$ cat config.mk
export PLATFORM = sky130hd
export DESIGN_NAME = addressed_program_download_fsm
export DESIGN_NICKNAME = d
export VERILOG_FILES = /design/src/rtl/apd_pkg.sv /design/src/rtl/apd_ctrl.sv /design/src/rtl/apd_out.sv /design/src/rtl/addressed_program_download_fsm.sv
export SDC_FILE = /design/constraint.sdc
export NUM_CORES = 1
export LEC_CHECK = 0
export BUFFER_PORTS_ARGS = -buffer_cell sky130_fd_sc_hd__buf_2
export CORE_MARGIN = 10
export CORE_UTILIZATION = 60
export CTS_CLUSTER_DIAMETER = 150
export DETAILED_ROUTE_END_ITERATION = 6
export GPL_TIMING_DRIVEN = 0
export PLACE_DENSITY_LB_ADDON = 0.3
export SLEW_MARGIN = 20
export SYNTH_ARGS = -nofsm -noshare
export SYNTH_HDL_FRONTEND = slang
export SYNTH_SLANG_ARGS = --single-unit
$ cat constraint.sdc
create_clock -name clk -period 9.05 [get_ports clk]
set_input_delay 1.3575 -clock clk [delete_from_list [all_inputs] [get_ports clk]]
set_output_delay 1.3575 -clock clk [all_outputs]
set_load 0.03 [all_outputs]
$ cat src/rtl/apd_pkg.sv
// ----------------------------------------------------------------------------
// apd_pkg
// Shared types and constants for the addressed program download controller.
// ----------------------------------------------------------------------------
package apd_pkg;

  // Default size of the program buffer, in bytes.
  localparam int BUFFER_DEPTH_DEFAULT = 64;

  // Command codes carried with each input request.
  localparam logic [1:0] CMD_RX    = 2'd0;
  localparam logic [1:0] CMD_FAULT = 2'd1;
  localparam logic [1:0] CMD_READ  = 2'd2;

  // Result kinds.
  localparam logic [1:0] KIND_STATUS = 2'd0;
  localparam logic [1:0] KIND_COMMIT = 2'd1;
  localparam logic [1:0] KIND_CLEAR  = 2'd2;
  localparam logic [1:0] KIND_READ   = 2'd3;

  // Download phase codes.
  localparam logic [2:0] PH_EMPTY   = 3'd0;
  localparam logic [2:0] PH_START   = 3'd1;
  localparam logic [2:0] PH_RESTART = 3'd2;
  localparam logic [2:0] PH_LOADING = 3'd3;
  localparam logic [2:0] PH_READY   = 3'd4;

  // Protocol bytes and status encoding.
  localparam logic [7:0]        BYTE_START  = 8'h7F;
  localparam logic [7:0]        BYTE_END    = 8'h7E;
  localparam logic signed [11:0] STATUS_BIAS = 12'sd1000;
  localparam logic [7:0]        READY_FLAG  = 8'h01;

  // Number of bytes in a status reply.
  localparam logic [2:0] STATUS_COUNT = 3'd5;

  // Result descriptor handed from the controller to the output stage.
  typedef struct packed {
    logic       load;   // a result group enters the output register
    logic [1:0] kind;   // kind of every result in the group
    logic [2:0] count;  // number of results in the group, 1 to 5
    logic       ready;  // program ready flag for the status reply
  } res_t;

endpackage

$ cat src/rtl/apd_ctrl.sv
// ----------------------------------------------------------------------------
// apd_ctrl
// Input register, download phase machine, write position and program buffer.
// Each request is decoded combinationally from the input register.
// ----------------------------------------------------------------------------
module apd_ctrl #(
  parameter int BUFFER_DEPTH = apd_pkg::BUFFER_DEPTH_DEFAULT
) (
  input  logic                                  clk,
  input  logic                                  rst,
  input  logic                                  in_valid,
  output logic                                  in_ready,
  input  logic [1:0]                            command,
  input  logic [7:0]                            rx_byte,
  input  logic [5:0]                            read_index,
  input  logic signed [10:0]                    acc_value,
  input  logic signed [10:0]                    dat_value,
  input  logic [7:0]                            own_address,
  input  logic                                  load_ok,
  output apd_pkg::res_t                         res,
  output logic [11:0]                           acc_sum,
  output logic [11:0]                           dat_sum,
  output logic [$clog2(BUFFER_DEPTH+1)-1:0]     res_len,
  output logic [7:0]                            rd_data
);

  localparam int LW = $clog2(BUFFER_DEPTH + 1);
  localparam int AW = $clog2(BUFFER_DEPTH);
  localparam int XW = (LW > 6) ? LW : 6;

  // Input register.
  logic               s1_valid;
  logic [1:0]         s1_command;
  logic [7:0]         s1_rx;
  logic [5:0]         s1_index;
  logic signed [10:0] s1_acc;
  logic signed [10:0] s1_dat;

  // Control state.
  logic [2:0]    phase;
  logic [2:0]    phase_next;
  logic [LW-1:0] write_position;
  logic [LW-1:0] write_position_next;

  // Program buffer.
  logic [7:0] program_store [BUFFER_DEPTH];

  logic          fire;
  logic          wr_en;
  logic          rd_en;
  logic [2:0]    count;
  logic [1:0]    kind;
  logic [LW-1:0] len;
  logic [XW-1:0] rd_ext;
  logic          rd_in_range;
  logic          addr_hit;

  // The request retires when it has no results or the output register is free.
  assign fire     = s1_valid && ((count == 3'd0) || load_ok);
  assign in_ready = !s1_valid || fire;

  // Input register.
  always_ff @(posedge clk) begin
    if (rst) begin
      s1_valid <= 1'b0;
    end else if (in_valid && in_ready) begin
      s1_valid <= 1'b1;
    end else if (fire) begin
      s1_valid <= 1'b0;
    end
  end

  always_ff @(posedge clk) begin
    if (in_valid && in_ready) begin
      s1_command <= command;
      s1_rx      <= rx_byte;
      s1_index   <= read_index;
      s1_acc     <= acc_value;
      s1_dat     <= dat_value;
    end
  end

  assign addr_hit = (s1_rx == own_address);

  // Request decode and next state.
  always_comb begin
    phase_next          = phase;
    write_position_next = write_position;
    count               = 3'd0;
    kind                = apd_pkg::KIND_STATUS;
    len                 = '0;
    wr_en               = 1'b0;
    rd_en               = 1'b0;
    unique case (s1_command)
      apd_pkg::CMD_RX: begin
        if ((phase == apd_pkg::PH_READY || phase == apd_pkg::PH_EMPTY) && addr_hit) begin
          count = apd_pkg::STATUS_COUNT;
        end else if (phase == apd_pkg::PH_START || phase == apd_pkg::PH_RESTART) begin
          write_position_next = '0;
          if (addr_hit) begin
            count      = 3'd1;
            kind       = apd_pkg::KIND_CLEAR;
            phase_next = apd_pkg::PH_LOADING;
          end else if (phase == apd_pkg::PH_START) begin
            count      = 3'd1;
            kind       = apd_pkg::KIND_CLEAR;
            phase_next = apd_pkg::PH_EMPTY;
          end else begin
            phase_next = apd_pkg::PH_READY;
          end
        end else if (phase == apd_pkg::PH_LOADING) begin
          if (s1_rx == apd_pkg::BYTE_END) begin
            count = 3'd1;
            if (write_position > LW'(2)) begin
              kind       = apd_pkg::KIND_COMMIT;
              len        = write_position;
              phase_next = apd_pkg::PH_READY;
            end else begin
              kind                = apd_pkg::KIND_CLEAR;
              write_position_next = '0;
              phase_next          = apd_pkg::PH_EMPTY;
            end
          end else if (write_position < LW'(BUFFER_DEPTH)) begin
            wr_en               = 1'b1;
            write_position_next = write_position + LW'(1);
          end
        end else if (s1_rx == apd_pkg::BYTE_START) begin
          phase_next = (phase == apd_pkg::PH_READY) ? apd_pkg::PH_RESTART
                                                    : apd_pkg::PH_START;
        end
      end
      apd_pkg::CMD_FAULT: begin
        if (phase == apd_pkg::PH_READY) begin
          count               = 3'd1;
          kind                = apd_pkg::KIND_CLEAR;
          write_position_next = '0;
          phase_next          = apd_pkg::PH_EMPTY;
        end
      end
      apd_pkg::CMD_READ: begin
        count = 3'd1;
        kind  = apd_pkg::KIND_READ;
        rd_en = 1'b1;
      end
      default: begin
        count = 3'd0;
      end
    endcase
  end

  // Control state registers.
  always_ff @(posedge clk) begin
    if (rst) begin
      phase          <= apd_pkg::PH_EMPTY;
      write_position <= '0;
    end else if (fire) begin
      phase          <= phase_next;
      write_position <= write_position_next;
    end
  end

  // Program buffer write and registered read; positions past the end read zero.
  assign rd_ext      = XW'(s1_index);
  assign rd_in_range = (rd_ext < XW'(BUFFER_DEPTH));

  always_ff @(posedge clk) begin
    if (fire && wr_en) begin
      program_store[write_position[AW-1:0]] <= s1_rx;
    end
  end

  always_ff @(posedge clk) begin
    if (fire && rd_en) begin
      rd_data <= rd_in_range ? program_store[rd_ext[AW-1:0]] : 8'h00;
    end
  end

  // Result descriptor for the output stage.
  assign res.load  = fire && (count != 3'd0);
  assign res.kind  = kind;
  assign res.count = count;
  assign res.ready = (phase == apd_pkg::PH_READY);
  assign res_len   = len;

  // Biased status values.
  assign acc_sum = {s1_acc[10], s1_acc} + apd_pkg::STATUS_BIAS;
  assign dat_sum = {s1_dat[10], s1_dat} + apd_pkg::STATUS_BIAS;

endmodule

$ cat src/rtl/apd_out.sv
// ----------------------------------------------------------------------------
// apd_out
// Result register. Holds one result group and delivers it one result per
// request, sequencing the five status bytes.
// ----------------------------------------------------------------------------
module apd_out #(
  parameter int BUFFER_DEPTH = apd_pkg::BUFFER_DEPTH_DEFAULT
) (
  input  logic                              clk,
  input  logic                              rst,
  input  apd_pkg::res_t                     res,
  input  logic [11:0]                       acc_sum,
  input  logic [11:0]                       dat_sum,
  input  logic [$clog2(BUFFER_DEPTH+1)-1:0] res_len,
  input  logic [7:0]                        rd_data,
  output logic                              load_ok,
  output logic                              out_valid,
  input  logic                              out_ready,
  output logic [1:0]                        out_kind,
  output logic [7:0]                        out_byte,
  output logic [$clog2(BUFFER_DEPTH+1)-1:0] program_length,
  output logic                              last
);

  localparam int LW = $clog2(BUFFER_DEPTH + 1);

  logic          r_valid;
  logic [1:0]    r_kind;
  logic [2:0]    r_count;
  logic [2:0]    r_idx;
  logic          r_ready;
  logic [11:0]   r_acc;
  logic [11:0]   r_dat;
  logic [LW-1:0] r_len;
  logic [7:0]    status_byte;

  assign last    = (r_idx == (r_count - 3'd1));
  assign load_ok = !r_valid || (out_ready && last);

  // Group valid and position within the group.
  always_ff @(posedge clk) begin
    if (rst) begin
      r_valid <= 1'b0;
      r_idx   <= 3'd0;
    end else if (load_ok) begin
      r_valid <= res.load;
      r_idx   <= 3'd0;
    end else if (out_ready) begin
      r_idx <= r_idx + 3'd1;
    end
  end

  // Group payload.
  always_ff @(posedge clk) begin
    if (load_ok && res.load) begin
      r_kind  <= res.kind;
      r_count <= res.count;
      r_ready <= res.ready;
      r_acc   <= acc_sum;
      r_dat   <= dat_sum;
      r_len   <= res_len;
    end
  end

  // Status byte selection: high and low parts of each biased value, then flag.
  always_comb begin
    unique case (r_idx)
      3'd0:    status_byte = {{3{r_acc[11]}}, r_acc[11:7]};
      3'd1:    status_byte = {1'b0, r_acc[6:0]};
      3'd2:    status_byte = {{3{r_dat[11]}}, r_dat[11:7]};
      3'd3:    status_byte = {1'b0, r_dat[6:0]};
      default: status_byte = r_ready ? apd_pkg::READY_FLAG : 8'h00;
    endcase
  end

  // Output fields.
  always_comb begin
    unique case (r_kind)
      apd_pkg::KIND_STATUS: out_byte = status_byte;
      apd_pkg::KIND_READ:   out_byte = rd_data;
      default:              out_byte = 8'h00;
    endcase
  end

  assign out_valid      = r_valid;
  assign out_kind       = r_kind;
  assign program_length = (r_kind == apd_pkg::KIND_COMMIT) ? r_len : '0;

endmodule

$ cat src/rtl/addressed_program_download_fsm.sv
// ----------------------------------------------------------------------------
// addressed_program_download_fsm
// Serial download controller for an addressed node: status replies, program
// download into a local buffer, commit or clear, and buffer readback.
//
//   channel   direction  handshake              payload
//   in        sink       in_valid / in_ready    command, rx_byte, read_index,
//                                               acc_value, dat_value
//   out       source     out_valid / out_ready  out_kind, out_byte,
//                                               program_length, last
//   cfg       sink       cfg_valid / cfg_ready  cfg_data (own address)
//
// One request is accepted per cycle unless the result register stalls; it is
// decoded from the input register and its results then enter the result register.
// A status reply holds the result register for five output bytes; other
// requests give at most one result. Requests with no result retire at once.
// While the result register is stalled, one further request waits in the
// input register. Reset clears control state only; the program buffer is
// undefined until written and needs no clearing pass.
// ----------------------------------------------------------------------------
module addressed_program_download_fsm #(
  parameter int BUFFER_DEPTH = apd_pkg::BUFFER_DEPTH_DEFAULT
) (
  input  logic                              clk,
  input  logic                              rst,
  input  logic                              in_valid,
  output logic                              in_ready,
  input  logic [1:0]                        command,
  input  logic [7:0]                        rx_byte,
  input  logic [5:0]                        read_index,
  input  logic signed [10:0]                acc_value,
  input  logic signed [10:0]                dat_value,
  output logic                              out_valid,
  input  logic                              out_ready,
  output logic [1:0]                        out_kind,
  output logic [7:0]                        out_byte,
  output logic [$clog2(BUFFER_DEPTH+1)-1:0] program_length,
  output logic                              last,
  input  logic                              cfg_valid,
  output logic                              cfg_ready,
  input  logic [7:0]                        cfg_data
);

  localparam int LW = $clog2(BUFFER_DEPTH + 1);

  logic [7:0]    own_address;
  apd_pkg::res_t res;
  logic          load_ok;
  logic [11:0]   acc_sum;
  logic [11:0]   dat_sum;
  logic [LW-1:0] res_len;
  logic [7:0]    rd_data;

  // Address register; writes are always taken.
  assign cfg_ready = 1'b1;

  always_ff @(posedge clk) begin
    if (rst) begin
      own_address <= 8'h00;
    end else if (cfg_valid && cfg_ready) begin
      own_address <= cfg_data;
    end
  end

  // Decode, phase machine and program buffer.
  apd_ctrl #(
    .BUFFER_DEPTH(BUFFER_DEPTH)
  ) u_ctrl (
    .clk         (clk),
    .rst         (rst),
    .in_valid    (in_valid),
    .in_ready    (in_ready),
    .command     (command),
    .rx_byte     (rx_byte),
    .read_index  (read_index),
    .acc_value   (acc_value),
    .dat_value   (dat_value),
    .own_address (own_address),
    .load_ok     (load_ok),
    .res         (res),
    .acc_sum     (acc_sum),
    .dat_sum     (dat_sum),
    .res_len     (res_len),
    .rd_data     (rd_data)
  );

  // Result register and status sequencing.
  apd_out #(
    .BUFFER_DEPTH(BUFFER_DEPTH)
  ) u_out (
    .clk            (clk),
    .rst            (rst),
    .res            (res),
    .acc_sum        (acc_sum),
    .dat_sum        (dat_sum),
    .res_len        (res_len),
    .rd_data        (rd_data),
    .load_ok        (load_ok),
    .out_valid      (out_valid),
    .out_ready      (out_ready),
    .out_kind       (out_kind),
    .out_byte       (out_byte),
    .program_length (program_length),
    .last           (last)
  );

  // A result group only enters a free result register.
  a_load_free: assert property (@(posedge clk) disable iff (rst)
    res.load |-> load_ok)
    else $error("result group loaded while the result register was busy");

  // Everything but a status reply is a single result.
  a_single: assert property (@(posedge clk) disable iff (rst)
    (out_valid && out_kind != apd_pkg::KIND_STATUS) |-> last)
    else $error("non-status result not marked last");

  // A length is only reported with a commit.
  a_len_commit: assert property (@(posedge clk) disable iff (rst)
    (out_valid && out_kind != apd_pkg::KIND_COMMIT) |-> (program_length == '0))
    else $error("program length reported outside a commit");

  // A status reply that is not finished keeps going with status bytes.
  a_status_run: assert property (@(posedge clk) disable iff (rst)
    (out_valid && out_ready && out_kind == apd_pkg::KIND_STATUS && !last)
      |=> (out_valid && out_kind == apd_pkg::KIND_STATUS))
    else $error("status reply interrupted");

endmodule

## After elaboration in Yosys (flattened, before gate mapping)

Memories as Yosys holds them, arrays and structs flattened. A register that Yosys moved wholly into a read port is not among the register bits.
Cells that the tools add are included.

| operators by class | value |
|---|---|
| add/subtract/negate cells | 5 |
| order comparisons | 3 |
| equal/unequal tests | 21 |
| mux-type cells | 51 |
| bitwise gates (word level) | 3 |
| reduce and logical (&&, ||, !) cells | 28 |

Operators with widths:

| cell | count |
|---|---|
| $mux 7 | 8 |
| $mux 3 | 13 |
| $pmux 8 s4 | 1 |
| $add 11x11->12 const B | 2 |
| $mux 2 | 9 |
| $eq 8x7->1 const B | 2 |
| $pmux 8 s2 | 1 |
| $mux 1 | 15 |
| $pmux 7 s2 | 1 |
| $eq 3x2->1 const B | 4 |
| $reduce_and 6->1 | 2 |
| $logic_not 3->1 | 3 |
| $pmux 3 s3 | 1 |
| $eq 8x8->1 | 1 |
| $logic_and 1x1->1 | 8 |
| $ne 4x1->1 const B | 2 |
| $add 7x1->7 const B | 1 |
| $gt 7x2->1 const B | 1 |
| $lt 6x7->1 const B | 1 |
| $lt 7x7->1 const B | 1 |
| $eq 3x1->1 const B | 2 |
| $pmux 2 s3 | 1 |
| $pmux 3 s2 | 1 |
| $logic_or 1x1->1 | 5 |
| other kinds (17) | 25 |

| storage, ports and cells | value |
|---|---|
| flip-flop bits (word level) | 98 |
| RAM bits | 512 |
| input port bits | 51 |
| memories kept | 1 |

Memories:

| name | depth | width | read ports | clocked after memory_dff | wr ports | line | text |
|---|---|---|---|---|---|---|---|
| u_ctrl.program_store | 64 | 8 | 1 | 1 | 1 | apd_ctrl.sv:46 | `logic [7:0] program_store [BUFFER_DEPTH];` |

## Longest topological paths before layout

| logic depth | value |
|---|---|
| word-level depth | 12 |
| depth in mapped cells | 8 |

## Cells and area by module

A second synthesis with hierarchy kept.

| unflattened totals | value |
|---|---|
| cells, all modules | 1289 |
| area total of the unflattened synthesis | 24548.5 µm² |

By module, submodules not included:

| module | instances | cells an instance | area an instance (µm²) | seq. area each (µm²) |
|---|---|---|---|---|
| apd_ctrl | 1 | 1136 | 22424.0 | 16976.3 |
| apd_out | 1 | 125 | 1828.0 | 1191.1 |
| addressed_program_download_fsm | 1 | 28 | 296.5 | 160.2 |

## Worst setup path before layout

Ideal clock, no wire load.

| timing | value |
|---|---|
| path kind | register to register |
| from | register u_ctrl.s1_rx[0] |
| to | register u_ctrl.s1_acc[0] (enable) |
| arrival | 4.123 ns |
| required time | 8.594 ns |
| path slack | 4.470 ns |
| cell stages (with the launch flop) | 6 |
| buffers on the path | 0 |
| cells stage by stage | edfxtp_1 > nand4bb_1 > nor3_1 > a311oi_1 > nor2_1 > a31oi_1 |

RTL lines:

| element | line | text |
|---|---|---|
| start: declaration | apd_ctrl.sv:34 | `logic [7:0] s1_rx;` |
| start signal: assignment | apd_ctrl.sv:76 | `s1_rx <= rx_byte;` |
| end signal: assignment | apd_ctrl.sv:78 | `s1_acc <= acc_value;` |
| end: declaration | apd_ctrl.sv:36 | `logic signed [10:0] s1_acc;` |

==> flow_summary.toml <==
[sta]
min_period_ns = 4.863
slew_headroom_pct = 28.67
fmax_mhz = 205.6
drv_slew = 0
finalSetupViolations = 0
fin_crit_sh_pct = 53.73
tns_ns = 0
grt_setup_unrepaired = "no"
hold_viol_final = 0
skew_ns = 0.02286
worstMarginPinSlew_ns = 1.070

[critical_path]
arrival_ns = 3.51
crit_path_end_kind = "primary output"
worst-setup-path-type = "reg2out"
r2r_slack_ns = 5.10
worst_path_largest_cell_delay_ns = 0.87
reg2reg_from = "u_ctrl.s1_rx[3]"
crit_chain = "nand4_1 > nor3_1 > a311oi_1 > nor2_1 > nand3_1 > buf_2"
startpoint_type = "register"
rr_worst_depth = 7
crit_family = "simple AND/OR/NAND/NOR gates"
crit_required_ns = 7.69
cp_max_fo = 17
cpMaxStageDelayCell = "edfxtp_1"
crit_buf_inv = 1
r2r-end = "u_ctrl.program_store[19][2]"

[finish]
area_delta_synth_final_pct = 13.09
fillers = 2421
layout-drive-gt1-share_pct = 25.63
antennaDiodeCount = 0
layout.cells.most_common_list = "594 x edfxtp_1, 160 x mux4_2, 106 x nor2_1"
layout_commonest_cell = "edfxtp_1"
fin_cells = 1918
regArea_mm2 = 0.01830
multi_input_area_mm2 = 0.005739
nNetsFinal = 1410

[synth]
ys.flop_type = "edfxtp_1"
yosysTopAreaCellShare_pct = 73.36
syn_area_per_cell_um2 = 20.33
yosys_register_bits = 617
yosysUniqueCellTypes = 60
synthTopCellsByArea = "edfxtp_1 73%, mux4_2 15%, dfxtp_1 1.9%, nor2_1 1.7%, a22oi_1 0.74%"
synth_edf_count = 594
synth_area_mm2 = 0.02431
ys_warn_count = 0
syn_nets = 1259
ys_seq_area_share_pct = 75.26
netlist_instances = 1196
synth.largest_area_cell = "edfxtp_1"
async_reset_ff_share_pct = 0

[clocking]
ctsHoldBuffers = 0
clockBufferDepth = 3
cts_tree = "built"
clock_sinks = 617
root_buffer = "clkbuf_16"
path_clk_slew_ns = 0.06
cts_made_buffers = 58
cts-htree-levels = 2
clock_latency_ns = 0.62
post_cts_buffers = 0
cts_resized = 0

[drt]
drc = 0
first_iter_violations = 1424
drtAntennaViolNets = 0
viasPerCell = 6.477
routed_wl_mm = 53.77
dr.pass1.iters = 5
avgRoutedWirePerCell_um = 28.03
vias = 12420

[floorplan]
ios = 72
dieArea_mm2 = 0.04897
start_util_pct = 60.91
row_count = 73
fp.coreArea_mm2 = 0.03991
die_w_um = 221.3
die_h_um = 221.3

[placed_design]
gp_congestion = 0.9132
dp_hpwl_mm = 36.05
place_inst = 1812
port_buffers = 68

[hold_path]
hp-start = "u_ctrl.s1_dat[0]"
hp-class = "reg2reg"
holdPathStages = 0
hold_end = "u_out.r_dat[0]"

[run]
cap_violations = 0

[global_routing]
grt_pass1_vias = 12490
overflow = 0
grt_max_degree = 33
track_usage_pct = 21.89
antenna_found_initial = 2
grt_first_pass_wirelength_mm = 80.72

[outcome]
outcome = "completed"

[power_and_ir_drop]
leakage_uw = 0.008829
p_per_area_mw_per_mm2 = 209.3
ir_worst_vdd_mv = 0.1547
==> where the power goes <==
part	total, uW	switching, uW	internal [uW]
sequential	3180	23.4	3150
clock	2280	1010	1280
combinational	294	168	126
==> kinds of logic after synthesis <==
group / Yosys count / synth area share, %
and+or+nand+nor: 212 / 4.132
AOI/OAI and AO/OA: 87 / 2.599
buffers and inverters: 72 / 1.235
other: 1 / 0.01542
muxes: 171 / 15.28
xor gates and xnor gates: 24 / 0.8645
DFF: 617 / 75.26
adders and majority gates: 12 / 0.6175
==> synthesized netlist by cell type, types with 4 or more instances <==
library cell,instances
buf_1,11
ha_1,12
mux4_2,160
clkbuf_1,27
nor2_1,107
inv_1,14
nand3_1,9
nand4_1,6
or2_2,5
and3_1,7
a22oi_1,24
edfxtp_1,594
a211oi_1,6
and2_1,13
nor2b_1,6
nor3_1,8
xnor2_1,8
nand2b_1,4
o21ai_0,7
a222oi_1,4
xor2_1,16
a21oi_1,18
mux2i_1,10
dfxtp_1,23
buf_2,17
nand2_1,28
==> layer usage <==
metal  global-route usage (%)  share of wire, %  wire length [um]  vias to the layer above
li1                         -                 -                 -                     5246
met1                    29.60                39             20950                     6389
met2                    34.35                48             25890                      663
met3                    5.194               9.4              5067                      121
met4                    8.058               3.4              1844                        4
met5                        0             0.043                23                        -
==> how the worst max path moves through the flow <==
stage,from,cells past startpoint,endpoint
after floorplan,u_ctrl.s1_rx[0],5,u_ctrl.s1_acc[0]
after global placement,u_ctrl.s1_rx[0],5,u_ctrl.s1_index[0]
after detailed placement,out_ready,4,in_ready
after CTS,u_ctrl.s1_rx[3],6,in_ready
after global routing,u_ctrl.s1_rx[3],6,in_ready
final,u_ctrl.s1_rx[3],6,in_ready
==> stage by stage <==
step	hold slack, ns	setup slack (ns)	utilization [%]	instance area, um^2	total power, uW
2_1_floorplan	0.4003	4.470	-	24310	3405
3_3_place_gp	0.4011	1.631	63.41	25310	3503
3_5_place_dp	0.4122	4.854	64.43	25720	3526
4_1_cts	0.4216	4.201	68.89	27500	5778
5_1_grt	0.4398	3.864	68.89	27500	5912
6_report	0.4204	4.187	68.89	27500	5754
==> flip-flops by register name, summed over array words and instances, names as in the netlist, 2 cells and up <==
signal                 flops
u_ctrl.s1_acc             11
u_ctrl.program_store     512
u_out.out_kind             2
u_ctrl.s1_command          2
u_ctrl.rd_data             8
u_ctrl.phase               3
u_ctrl.write_position      7
own_address                8
u_out.r_len                7
u_ctrl.s1_rx               8
u_out.r_count              2
u_out.r_dat               12
u_out.r_acc               12
u_ctrl.s1_index            6
u_ctrl.s1_dat             11
u_out.r_idx                3
==> area by class of cell <==
cell class / count / share of cell area (%)
Buffer: 58 / 0.9010
Clock buffer: 72 / 5.547
Timing Repair Buffer: 91 / 2.635
Tap cell: 525 / 2.389
Inverter: 14 / 0.1911
Multi-Input combinational cell: 507 / 20.87
Sequential cell: 617 / 66.55
Clock inverter: 34 / 0.9192
Note: power is estimated with default switching activity, not from simulation.
